===== src/rtl/mcmc_sst_pkg.sv =====
// Shared types and constants of the step-size bisection tuner.
`default_nettype none

package mcmc_sst_pkg;

	// transaction kind
	localparam logic MODE_TRIAL   = 1'b0;
	localparam logic MODE_RESTART = 1'b1;

	// tuning stage per parameter
	localparam logic [1:0] STAGE_SEARCH = 2'd0;
	localparam logic [1:0] STAGE_BISECT = 2'd1;
	localparam logic [1:0] STAGE_DONE   = 2'd2;

	// configuration register indexes
	localparam logic [2:0] REG_TARGET_P0  = 3'd0;
	localparam logic [2:0] REG_TARGET_P1  = 3'd1;
	localparam logic [2:0] REG_TARGET_P2  = 3'd2;
	localparam logic [2:0] REG_TARGET_P3  = 3'd3;
	localparam logic [2:0] REG_ERROR_COEF = 3'd4;
	localparam logic [2:0] REG_MIN_TRIALS = 3'd5;

	localparam int NUM_TARGETS = 4;

	localparam logic [15:0] TARGET_RST     = 16'd32768;
	localparam logic [15:0] ERROR_COEF_RST = 16'd8192;
	localparam logic [23:0] MIN_TRIALS_RST = 24'd10000;

	// request to the significance unit
	typedef struct packed {
		logic        start;
		logic [31:0] n;
		logic [31:0] accepts;
		logic [15:0] target;
		logic [15:0] coeff;
	} core_req_t;

	// verdict of the significance unit
	typedef struct packed {
		logic done;
		logic below;
		logic above;
	} core_res_t;

endpackage

`default_nettype wire


===== src/rtl/mcmc_step_size_bisection_tuner.sv =====
// Top level of the step-size bisection tuner: parameter state, configuration, sequencer, I/O.
// A trial transaction reads and bumps the tallies in the load step, waits in the significance
// unit (a single registered 32x32 multiplier used six times, two accumulate steps and a compare;
// the stage rule is applied as its verdict arrives) and then loads the output register. Restart
// and out-of-range transactions go from the load step straight to the output step. in_ready is
// high only between transactions, so a new transaction is accepted only once the last one is
// through; a result waiting on out_ready holds the block in its output step.
`default_nettype none

module mcmc_step_size_bisection_tuner
	import mcmc_sst_pkg::*;
#(
	parameter int PARAM_COUNT = 4,
	parameter int COUNT_BITS  = 24
) (
	input  wire logic        clk,
	input  wire logic        arst_n,
	input  wire logic        cfg_we,
	input  wire logic [2:0]  cfg_index,
	input  wire logic [23:0] cfg_data,
	input  wire logic        in_valid,
	output logic             in_ready,
	input  wire logic        mode,
	input  wire logic [1:0]  param_index,
	input  wire logic        accepted,
	input  wire logic [31:0] start_value,
	output logic             out_valid,
	input  wire logic        out_ready,
	output logic      [1:0]  param_out,
	output logic      [31:0] step_size,
	output logic      [1:0]  tune_stage,
	output logic             step_changed,
	output logic             step_saturated
);

	localparam int PW    = (PARAM_COUNT > 1) ? $clog2(PARAM_COUNT) : 1;
	localparam int DEPTH = 2 ** PW;
	localparam int CMP_W = (COUNT_BITS > 24) ? COUNT_BITS : 24;

	localparam logic [1:0] T_IDLE = 2'd0;
	localparam logic [1:0] T_LOAD = 2'd1;
	localparam logic [1:0] T_WAIT = 2'd2;
	localparam logic [1:0] T_OUT  = 2'd3;

	// configuration
	logic [15:0] target_q [NUM_TARGETS];
	logic [15:0] coeff_q;
	logic [23:0] min_trials_q;

	// per-parameter state
	logic [31:0]           step_q   [DEPTH];
	logic [31:0]           low_q    [DEPTH];
	logic [31:0]           high_q   [DEPTH];
	logic [1:0]            stage_q  [DEPTH];
	logic [COUNT_BITS-1:0] acc_t_q  [DEPTH];
	logic [COUNT_BITS-1:0] trial_t_q[DEPTH];

	logic [1:0]  state_q;
	logic        mode_q;
	logic [1:0]  pidx_q;
	logic        acc_in_q;
	logic [31:0] start_q;

	logic [31:0] res_step_q;
	logic [1:0]  res_stage_q;
	logic        res_chg_q;
	logic        res_sat_q;

	logic        out_valid_q;
	logic [1:0]  param_out_q;
	logic [31:0] step_size_q;
	logic [1:0]  tune_stage_q;
	logic        step_changed_q;
	logic        step_sat_q;

	logic [PW-1:0]         pi;
	logic                  p_ok;
	logic [COUNT_BITS-1:0] trial_nxt;
	logic [COUNT_BITS-1:0] acc_nxt;
	core_req_t             core_req;
	core_res_t             core_res;

	logic [31:0] s_cur;
	logic [1:0]  st_cur;
	logic [32:0] mid_sum;
	logic [31:0] mid;
	logic [31:0] dbl;
	logic        stop;
	logic        wr_low;
	logic        wr_high;
	logic        chg;
	logic        sat;
	logic [31:0] new_step;
	logic [1:0]  new_stage;
	logic        out_free;

	assign pi   = pidx_q[PW-1:0];
	assign p_ok = {1'b0, pidx_q} < 3'(PARAM_COUNT);

	// saturating tallies
	assign trial_nxt = (trial_t_q[pi] == '1) ? trial_t_q[pi] : trial_t_q[pi] + 1'b1;
	assign acc_nxt   = (acc_in_q && acc_t_q[pi] != '1) ? acc_t_q[pi] + 1'b1 : acc_t_q[pi];

	assign core_req.start   = (state_q == T_LOAD) && p_ok && (mode_q == MODE_TRIAL);
	assign core_req.n       = 32'(trial_nxt);
	assign core_req.accepts = 32'(acc_nxt);
	assign core_req.target  = target_q[pidx_q];
	assign core_req.coeff   = coeff_q;

	mcmc_sst_core u_core (
		.clk    (clk),
		.arst_n (arst_n),
		.req    (core_req),
		.res    (core_res)
	);

	// stage rule
	assign s_cur   = step_q[pi];
	assign st_cur  = stage_q[pi];
	// raising the low bound pairs the step with high; lowering the high bound with low
	assign mid_sum = {1'b0, s_cur} + {1'b0, core_res.below ? high_q[pi] : low_q[pi]};
	assign mid     = mid_sum[32:1];
	assign dbl     = s_cur[31] ? 32'hFFFF_FFFF : {s_cur[30:0], 1'b0};
	assign stop    = CMP_W'(trial_t_q[pi]) > CMP_W'(min_trials_q);

	always_comb begin
		wr_low    = 1'b0;
		wr_high   = 1'b0;
		chg       = 1'b0;
		sat       = 1'b0;
		new_step  = s_cur;
		new_stage = st_cur;
		if (st_cur == STAGE_SEARCH) begin
			if (core_res.below) begin
				wr_low    = 1'b1;
				new_step  = mid;
				new_stage = STAGE_BISECT;
				chg       = 1'b1;
			end else if (core_res.above) begin
				wr_high  = 1'b1;
				new_step = dbl;
				sat      = s_cur[31];
				chg      = 1'b1;
			end
		end else if (st_cur == STAGE_BISECT) begin
			if (core_res.below) begin
				wr_low   = 1'b1;
				new_step = mid;
				chg      = 1'b1;
			end else if (core_res.above) begin
				wr_high  = 1'b1;
				new_step = mid;
				chg      = 1'b1;
			end else if (stop) begin
				new_stage = STAGE_DONE;
			end
		end
	end

	assign out_free = !out_valid_q || out_ready;
	assign in_ready = (state_q == T_IDLE);

	// configuration writes
	always_ff @(posedge clk or negedge arst_n) begin
		if (!arst_n) begin
			for (int i = 0; i < NUM_TARGETS; i++) target_q[i] <= TARGET_RST;
			coeff_q      <= ERROR_COEF_RST;
			min_trials_q <= MIN_TRIALS_RST;
		end else if (cfg_we) begin
			unique case (cfg_index)
				REG_TARGET_P0:  target_q[0]  <= cfg_data[15:0];
				REG_TARGET_P1:  target_q[1]  <= cfg_data[15:0];
				REG_TARGET_P2:  target_q[2]  <= cfg_data[15:0];
				REG_TARGET_P3:  target_q[3]  <= cfg_data[15:0];
				REG_ERROR_COEF: coeff_q      <= cfg_data[15:0];
				REG_MIN_TRIALS: min_trials_q <= cfg_data;
				default: ;
			endcase
		end
	end

	// sequencer and output valid
	always_ff @(posedge clk or negedge arst_n) begin
		if (!arst_n) begin
			state_q     <= T_IDLE;
			out_valid_q <= 1'b0;
		end else begin
			if (out_valid_q && out_ready) out_valid_q <= 1'b0;
			unique case (state_q)
				T_IDLE: if (in_valid) state_q <= T_LOAD;
				T_LOAD: state_q <= core_req.start ? T_WAIT : T_OUT;
				T_WAIT: if (core_res.done) state_q <= T_OUT;
				T_OUT: begin
					if (out_free) begin
						out_valid_q <= 1'b1;
						state_q     <= T_IDLE;
					end
				end
				default: state_q <= T_IDLE;
			endcase
		end
	end

	// parameter state with known reset
	always_ff @(posedge clk or negedge arst_n) begin
		if (!arst_n) begin
			for (int i = 0; i < DEPTH; i++) begin
				step_q[i]    <= '0;
				high_q[i]    <= '0;
				stage_q[i]   <= STAGE_SEARCH;
				acc_t_q[i]   <= '0;
				trial_t_q[i] <= '0;
			end
		end else if (state_q == T_LOAD && p_ok) begin
			if (mode_q == MODE_RESTART) begin
				step_q[pi]    <= start_q;
				high_q[pi]    <= '0;
				stage_q[pi]   <= STAGE_SEARCH;
				acc_t_q[pi]   <= '0;
				trial_t_q[pi] <= '0;
			end else begin
				acc_t_q[pi]   <= acc_nxt;
				trial_t_q[pi] <= trial_nxt;
			end
		end else if (state_q == T_WAIT && core_res.done) begin
			step_q[pi]  <= new_step;
			stage_q[pi] <= new_stage;
			if (wr_high) high_q[pi] <= s_cur;
			if (chg) begin
				acc_t_q[pi]   <= '0;
				trial_t_q[pi] <= '0;
			end
		end
	end

	// low bound is read only after it has been written
	always_ff @(posedge clk) begin
		if (state_q == T_WAIT && core_res.done && wr_low) low_q[pi] <= s_cur;
	end

	// transaction capture, result and output payload
	always_ff @(posedge clk) begin
		if (state_q == T_IDLE && in_valid) begin
			mode_q   <= mode;
			pidx_q   <= param_index;
			acc_in_q <= accepted;
			start_q  <= start_value;
		end
		if (state_q == T_LOAD) begin
			res_sat_q <= 1'b0;
			if (!p_ok) begin
				res_step_q  <= '0;
				res_stage_q <= STAGE_SEARCH;
				res_chg_q   <= 1'b0;
			end else begin
				res_step_q  <= start_q;
				res_stage_q <= STAGE_SEARCH;
				res_chg_q   <= 1'b1;
			end
		end
		if (state_q == T_WAIT && core_res.done) begin
			res_step_q  <= new_step;
			res_stage_q <= new_stage;
			res_chg_q   <= chg;
			res_sat_q   <= sat;
		end
		if (state_q == T_OUT && out_free) begin
			param_out_q    <= pidx_q;
			step_size_q    <= res_step_q;
			tune_stage_q   <= res_stage_q;
			step_changed_q <= res_chg_q;
			step_sat_q     <= res_sat_q;
		end
	end

	assign out_valid      = out_valid_q;
	assign param_out      = param_out_q;
	assign step_size      = step_size_q;
	assign tune_stage     = tune_stage_q;
	assign step_changed   = step_changed_q;
	assign step_saturated = step_sat_q;

	a_done_in_wait: assert property (@(posedge clk) disable iff (!arst_n)
		core_res.done |-> state_q == T_WAIT)
		else $error("significance verdict outside wait step");

	a_sat_result: assert property (@(posedge clk) disable iff (!arst_n)
		(out_valid && step_saturated) |->
		(step_size == 32'hFFFF_FFFF && tune_stage == STAGE_SEARCH && step_changed))
		else $error("saturated result not a full-scale search step");

	a_bad_index: assert property (@(posedge clk) disable iff (!arst_n)
		(out_valid && ({1'b0, param_out} >= 3'(PARAM_COUNT))) |->
		(step_size == '0 && tune_stage == STAGE_SEARCH && !step_changed && !step_saturated))
		else $error("out-of-range parameter produced a non-zero result");

endmodule

`default_nettype wire


===== src/rtl/mcmc_sst_mul.sv =====
// Shared 32 x 32 unsigned multiplier with registered product.
`default_nettype none

module mcmc_sst_mul (
	input  wire logic        clk,
	input  wire logic [31:0] a,
	input  wire logic [31:0] b,
	output logic      [63:0] prod
);

	logic [63:0] prod_q;

	always_ff @(posedge clk) begin
		prod_q <= {32'h0, a} * {32'h0, b};
	end

	assign prod = prod_q;

endmodule

`default_nettype wire


===== src/rtl/mcmc_sst_core.sv =====
// Significance test: exact compare of (T*n - a*2^16)^2 against C^2*256*n on one shared multiplier.
`default_nettype none

module mcmc_sst_core
	import mcmc_sst_pkg::*;
(
	input  wire logic      clk,
	input  wire logic      arst_n,
	input  wire core_req_t req,
	output core_res_t      res
);

	localparam logic [3:0] S_IDLE = 4'd0;
	localparam logic [3:0] S_TN   = 4'd1;
	localparam logic [3:0] S_CC   = 4'd2;
	localparam logic [3:0] S_RHS  = 4'd3;
	localparam logic [3:0] S_LL   = 4'd4;
	localparam logic [3:0] S_LH   = 4'd5;
	localparam logic [3:0] S_HH   = 4'd6;
	localparam logic [3:0] S_CMP  = 4'd7;
	localparam logic [3:0] S_DONE = 4'd8;

	logic [3:0]  seq_q;
	logic [31:0] n_q;
	logic [47:0] an_q;
	logic [15:0] tgt_q;
	logic [15:0] coef_q;
	logic        gt_q;
	logic        lt_q;
	logic [47:0] mag_q;
	logic [71:0] rhs_q;
	logic [95:0] acc_q;

	logic [31:0] mul_a;
	logic [31:0] mul_b;
	logic [63:0] prod;
	logic [47:0] tn;
	logic        big;

	mcmc_sst_mul u_mul (
		.clk  (clk),
		.a    (mul_a),
		.b    (mul_b),
		.prod (prod)
	);

	assign tn = prod[47:0];

	// operand select per step; the product is registered and shows up in the next cycle
	always_comb begin
		mul_a = '0;
		mul_b = '0;
		unique case (seq_q)
			S_TN: begin
				mul_a = {16'h0, tgt_q};
				mul_b = n_q;
			end
			S_CC: begin
				mul_a = {16'h0, coef_q};
				mul_b = {16'h0, coef_q};
			end
			S_RHS: begin
				mul_a = prod[31:0];
				mul_b = n_q;
			end
			S_LL: begin
				mul_a = mag_q[31:0];
				mul_b = mag_q[31:0];
			end
			S_LH: begin
				mul_a = mag_q[31:0];
				mul_b = {16'h0, mag_q[47:32]};
			end
			S_HH: begin
				mul_a = {16'h0, mag_q[47:32]};
				mul_b = {16'h0, mag_q[47:32]};
			end
			default: begin
				mul_a = '0;
				mul_b = '0;
			end
		endcase
	end

	always_ff @(posedge clk or negedge arst_n) begin
		if (!arst_n) begin
			seq_q <= S_IDLE;
		end else begin
			unique case (seq_q)
				S_IDLE: if (req.start) seq_q <= S_TN;
				S_TN:   seq_q <= S_CC;
				S_CC:   seq_q <= S_RHS;
				S_RHS:  seq_q <= S_LL;
				S_LL:   seq_q <= S_LH;
				S_LH:   seq_q <= S_HH;
				S_HH:   seq_q <= S_CMP;
				S_CMP:  seq_q <= S_DONE;
				S_DONE: seq_q <= S_IDLE;
				default: seq_q <= S_IDLE;
			endcase
		end
	end

	always_ff @(posedge clk) begin
		case (seq_q)
			S_IDLE: begin
				n_q    <= req.n;
				an_q   <= {req.accepts, 16'h0};
				tgt_q  <= req.target;
				coef_q <= req.coeff;
			end
			S_CC: begin
				gt_q  <= tn > an_q;
				lt_q  <= an_q > tn;
				mag_q <= (tn > an_q) ? (tn - an_q) : (an_q - tn);
			end
			S_LL: rhs_q <= {prod, 8'h0};
			S_LH: acc_q <= {32'h0, prod};
			// cross term counted twice: ml*mh << 33
			S_HH: acc_q <= acc_q + {prod[62:0], 33'h0};
			S_CMP: acc_q <= acc_q + {prod[31:0], 64'h0};
			default: ;
		endcase
	end

	assign big       = acc_q > {24'h0, rhs_q};
	assign res.done  = (seq_q == S_DONE);
	assign res.below = gt_q & big;
	assign res.above = lt_q & big;

	a_start_idle: assert property (@(posedge clk) disable iff (!arst_n)
		req.start |-> seq_q == S_IDLE)
		else $error("significance unit started while busy");

	a_fixed_len: assert property (@(posedge clk) disable iff (!arst_n)
		(req.start && seq_q == S_IDLE) |-> ##8 res.done)
		else $error("significance verdict not eight cycles after start");

	a_one_side: assert property (@(posedge clk) disable iff (!arst_n)
		res.done |-> !(res.below && res.above))
		else $error("acceptance both above and below target");

endmodule

`default_nettype wire

===== config.mk =====
export PLATFORM = sky130hd
export DESIGN_NAME = mcmc_step_size_bisection_tuner
export DESIGN_NICKNAME = d
export VERILOG_FILES = /design/src/rtl/mcmc_sst_pkg.sv /design/src/rtl/mcmc_step_size_bisection_tuner.sv /design/src/rtl/mcmc_sst_mul.sv /design/src/rtl/mcmc_sst_core.sv
export SDC_FILE = /design/constraint.sdc
export NUM_CORES = 2
export LEC_CHECK = 0
export BUFFER_PORTS_ARGS = -buffer_cell sky130_fd_sc_hd__buf_2
export CAP_MARGIN = 30
export CORE_MARGIN = 10
export CORE_UTILIZATION = 63
export CTS_CLUSTER_DIAMETER = 120
export DETAILED_ROUTE_END_ITERATION = 8
export HOLD_SLACK_MARGIN = 0.15
export PLACE_DENSITY = 0.81
export SYNTH_ARGS = -nofsm -noshare
export SYNTH_HDL_FRONTEND = slang
export SYNTH_HIERARCHICAL = 1
export SYNTH_SLANG_ARGS = --single-unit

===== constraint.sdc =====
create_clock -name clk -period 21.3 [get_ports clk]
set_input_delay 3.195 -clock clk [delete_from_list [all_inputs] [get_ports clk]]
set_output_delay 3.195 -clock clk [all_outputs]
set_load 0.02 [all_outputs]

==> results.py <==
metrics = {
    "synthesis": {
        "syn_inst": 9190,
        "synthTopCellsByArea": "fa_1, edfxtp_1, dfrtp_1, ha_1, nand2_1",
        "synth_top_cell_by_area": "fa_1",
        "synth.avg_cell_area_um2": 10.2,
        "yosysUniqueCellTypes": 122,
        "async_reset_ff_share_pct": 48.2,
        "ys_ff_latch": 1177,
        "yosysMostFrequentCell": "nand2_1",
        "synth_flop_cell": "dfrtp_1",
        "yosys_warnings": 6,
        "synth_edf_count": 544,
        "synth_top_area_share_pct": 19.1,
        "netlist_top_cells_count": "nand2_1, inv_1, fa_1",
        "yosysSeqAreaShare_pct": 33.8,
        "synth_area_um2": 94100,
    },
    "clock_network": {
        "cts_root_buf": "clkbuf_16",
        "clk_pin_slew_ps": 60,
        "cts_buffers": 112,
        "cts_max_level": 3,
        "clock-sinks": 1177,
        "worstSkewPairLatency_ps": 760,
        "cts_tree": "yes",
        "hold_buffers": 0,
        "clockBufferDepth": 3,
        "post_cts_buffers": 0,
        "cts-resized-gates": 0,
    },
    "detailed_routing": {
        "ant_nets": 0,
        "wl_mm": 282,
        "viasPerCell": 6.38,
        "vias": 71100,
        "drt_first_pass_iters": 9,
        "drt_iter0_drc": 7405,
        "drt-wirelength-per-cell_um": 25.3,
        "drc": 26,
    },
    "timing": {
        "slew_headroom_pct": 29.6,
        "fin_setup_tns_ps": 0,
        "period_minus_slack_ps": 10600,
        "worst_pin_slew_ps": 1050,
        "finalHoldViolCount": 0,
        "skew_ps": 88.2,
        "slew_viol_final": 0,
        "layout_worst_path_cycle_share_pct": 49.8,
        "final-setup-viol-count": 0,
        "rsz0062_at_grt": "false",
        "max_freq_mhz": 94.4,
    },
    "critical_path": {
        "crit_slowest_cell": "dfrtp_1",
        "slowest_delay_ps": 730,
        "cpMostUsedCell": "fa_1",
        "cp_max_fo": 37,
        "endpoint_kind": "register",
        "cp_data_arrival_time_ps": 11220,
        "worstSetupStartpointType": "register",
        "worstSetupPathType": "reg -> reg",
        "critical_path_required_ps": 21920,
    },
    "floorplanning": {
        "die-width_um": 407,
        "start_util_pct": 63.5,
        "row_count": 141,
        "coreArea_um2": 148000,
        "die_h_um": 407,
        "ios": 108,
        "dieArea_um2": 165000,
    },
    "global_route": {
        "grt_max_degree": 114,
        "grt_use_total_pct": 34.5,
        "antenna_found_initial": 8,
        "overflow": 0,
        "grt_pass1_vias": 75900,
        "grt_pass1_wl_mm": 439,
    },
    "placed_design": {
        "port_buffers": 107,
        "dp_cells": 10900,
        "hpwlAfterDp_mm": 204,
        "gp_congestion": 0.997,
    },
    "run_status": {
        "status": "complete, but fails checks",
        "failed_checks": "design-rule violations",
    },
    "layout": {
        "fillers": 10800,
        "syn_to_final_growth_pct": 7.04,
        "nets": 10600,
        "stdcell_count": 11100,
        "fin_util_pct": 68.0,
        "drive_gt1_share_pct": 10.1,
    },
    "min_path": {
        "hold_class": "reg -> reg",
    },
    "run": {
        "cap_violations": 0,
    },
}
==> registers in the layout, indices dropped and copies added (netlist names), 96 cells and up, named ones only <==
register / flops
u_core/acc_q: 96
step_q: 128
trial_t_q: 96
acc_t_q: 96
high_q: 128
low_q: 128
==> layout by cell type, fill, tap and decap left out, drive strengths merged, types with 79 or more instances in the layout <==
cell / count
mux4: 161
nand2: 1328
a21o: 158
o21ai: 602
nand4: 79
xnor2: 150
mux2: 152
ha: 545
nor2: 261
buf: 282
a21oi: 358
nand3: 82
inv: 1199
xor2: 99
clkbuf: 150
and2: 633
dfrtp: 557
fa: 900
edfxtp: 544
==> path summary, 6_finish.rpt <==
kind	start	to	slack [ps]	cells after the start
worst max-delay path	u_core/seq_q[1]	u_core/u_mul/prod[57]	10700	34
worst min-delay path	res_step_q[5]	step_size[5]	430	0
worst max register to register	u_core/seq_q[1]	u_core/u_mul/prod[57]	10700	34
worst min register to register	res_step_q[5]	step_size[5]	430	0
max in group asynchronous	arst_n	target_q[10]	15970	6
min in group asynchronous	arst_n	trial_t_q[24]	2490	1
==> critical path, delay by kind of cell (launching register included) <==
family                   cells  cell delay [ps]
AO/OA/AOI/OAI                6             1430
adder cells (fa/ha/maj)      9             4410
buffers and inverters       10             1970
flip-flops                   1              730
AND/OR/NAND/NOR              9             1830
==> final cells by class <==
cell class                      instances  area (um2)  area share, %
Multi-Input combinational cell       6341       56000           55.6
Tap cell                             1930        2410           2.40
Inverter                             1194        4480           4.45
Clock buffer                          150        3170           3.15
Antenna cell                            7        17.5         0.0174
Timing Repair Buffer                  282        2050           2.03
Clock inverter                         63         786          0.780
Sequential cell                      1177       31900           31.6
==> metrics by stage <==
| stage | hold slack, ps | area, um2 | setup slack [ps] |
|---|---|---|---|
| after CTS | 424 | 101000 | 10740 |
| after detailed placement | 406 | 96700 | 10820 |
| after global routing | 433 | 101000 | 10160 |
| after global placement | 404 | 96500 | 10870 |
| final | 429 | 101000 | 10700 |
| after floorplan | 400 | 94200 | 10380 |
==> layer usage <==
layer	GRT usage (%)	up-vias	wire length, um	part of all wire, %
li1	-	30500	-	-
met1	41.7	35700	101000	36
met2	57.1	3864	135000	48
met3	7.10	1096	26500	9.4
met4	20.7	4	19300	6.9
met5	0	-	28	0.0099
==> kinds of logic after synthesis <==
group / share of synthesized area (%)
adder cells (fa/ha/maj): 26.4
buffers and inverters: 6.95
AO/OA/AOI/OAI: 11.0
multiplexers: 5.95
AND/OR/NAND/NOR: 13.5
flip-flops: 33.8
XOR/XNOR: 2.40
other: 0.00398
Power is not shown: default switching activity piles up to over one toggle a cycle in this logic, so the estimate is an artifact.
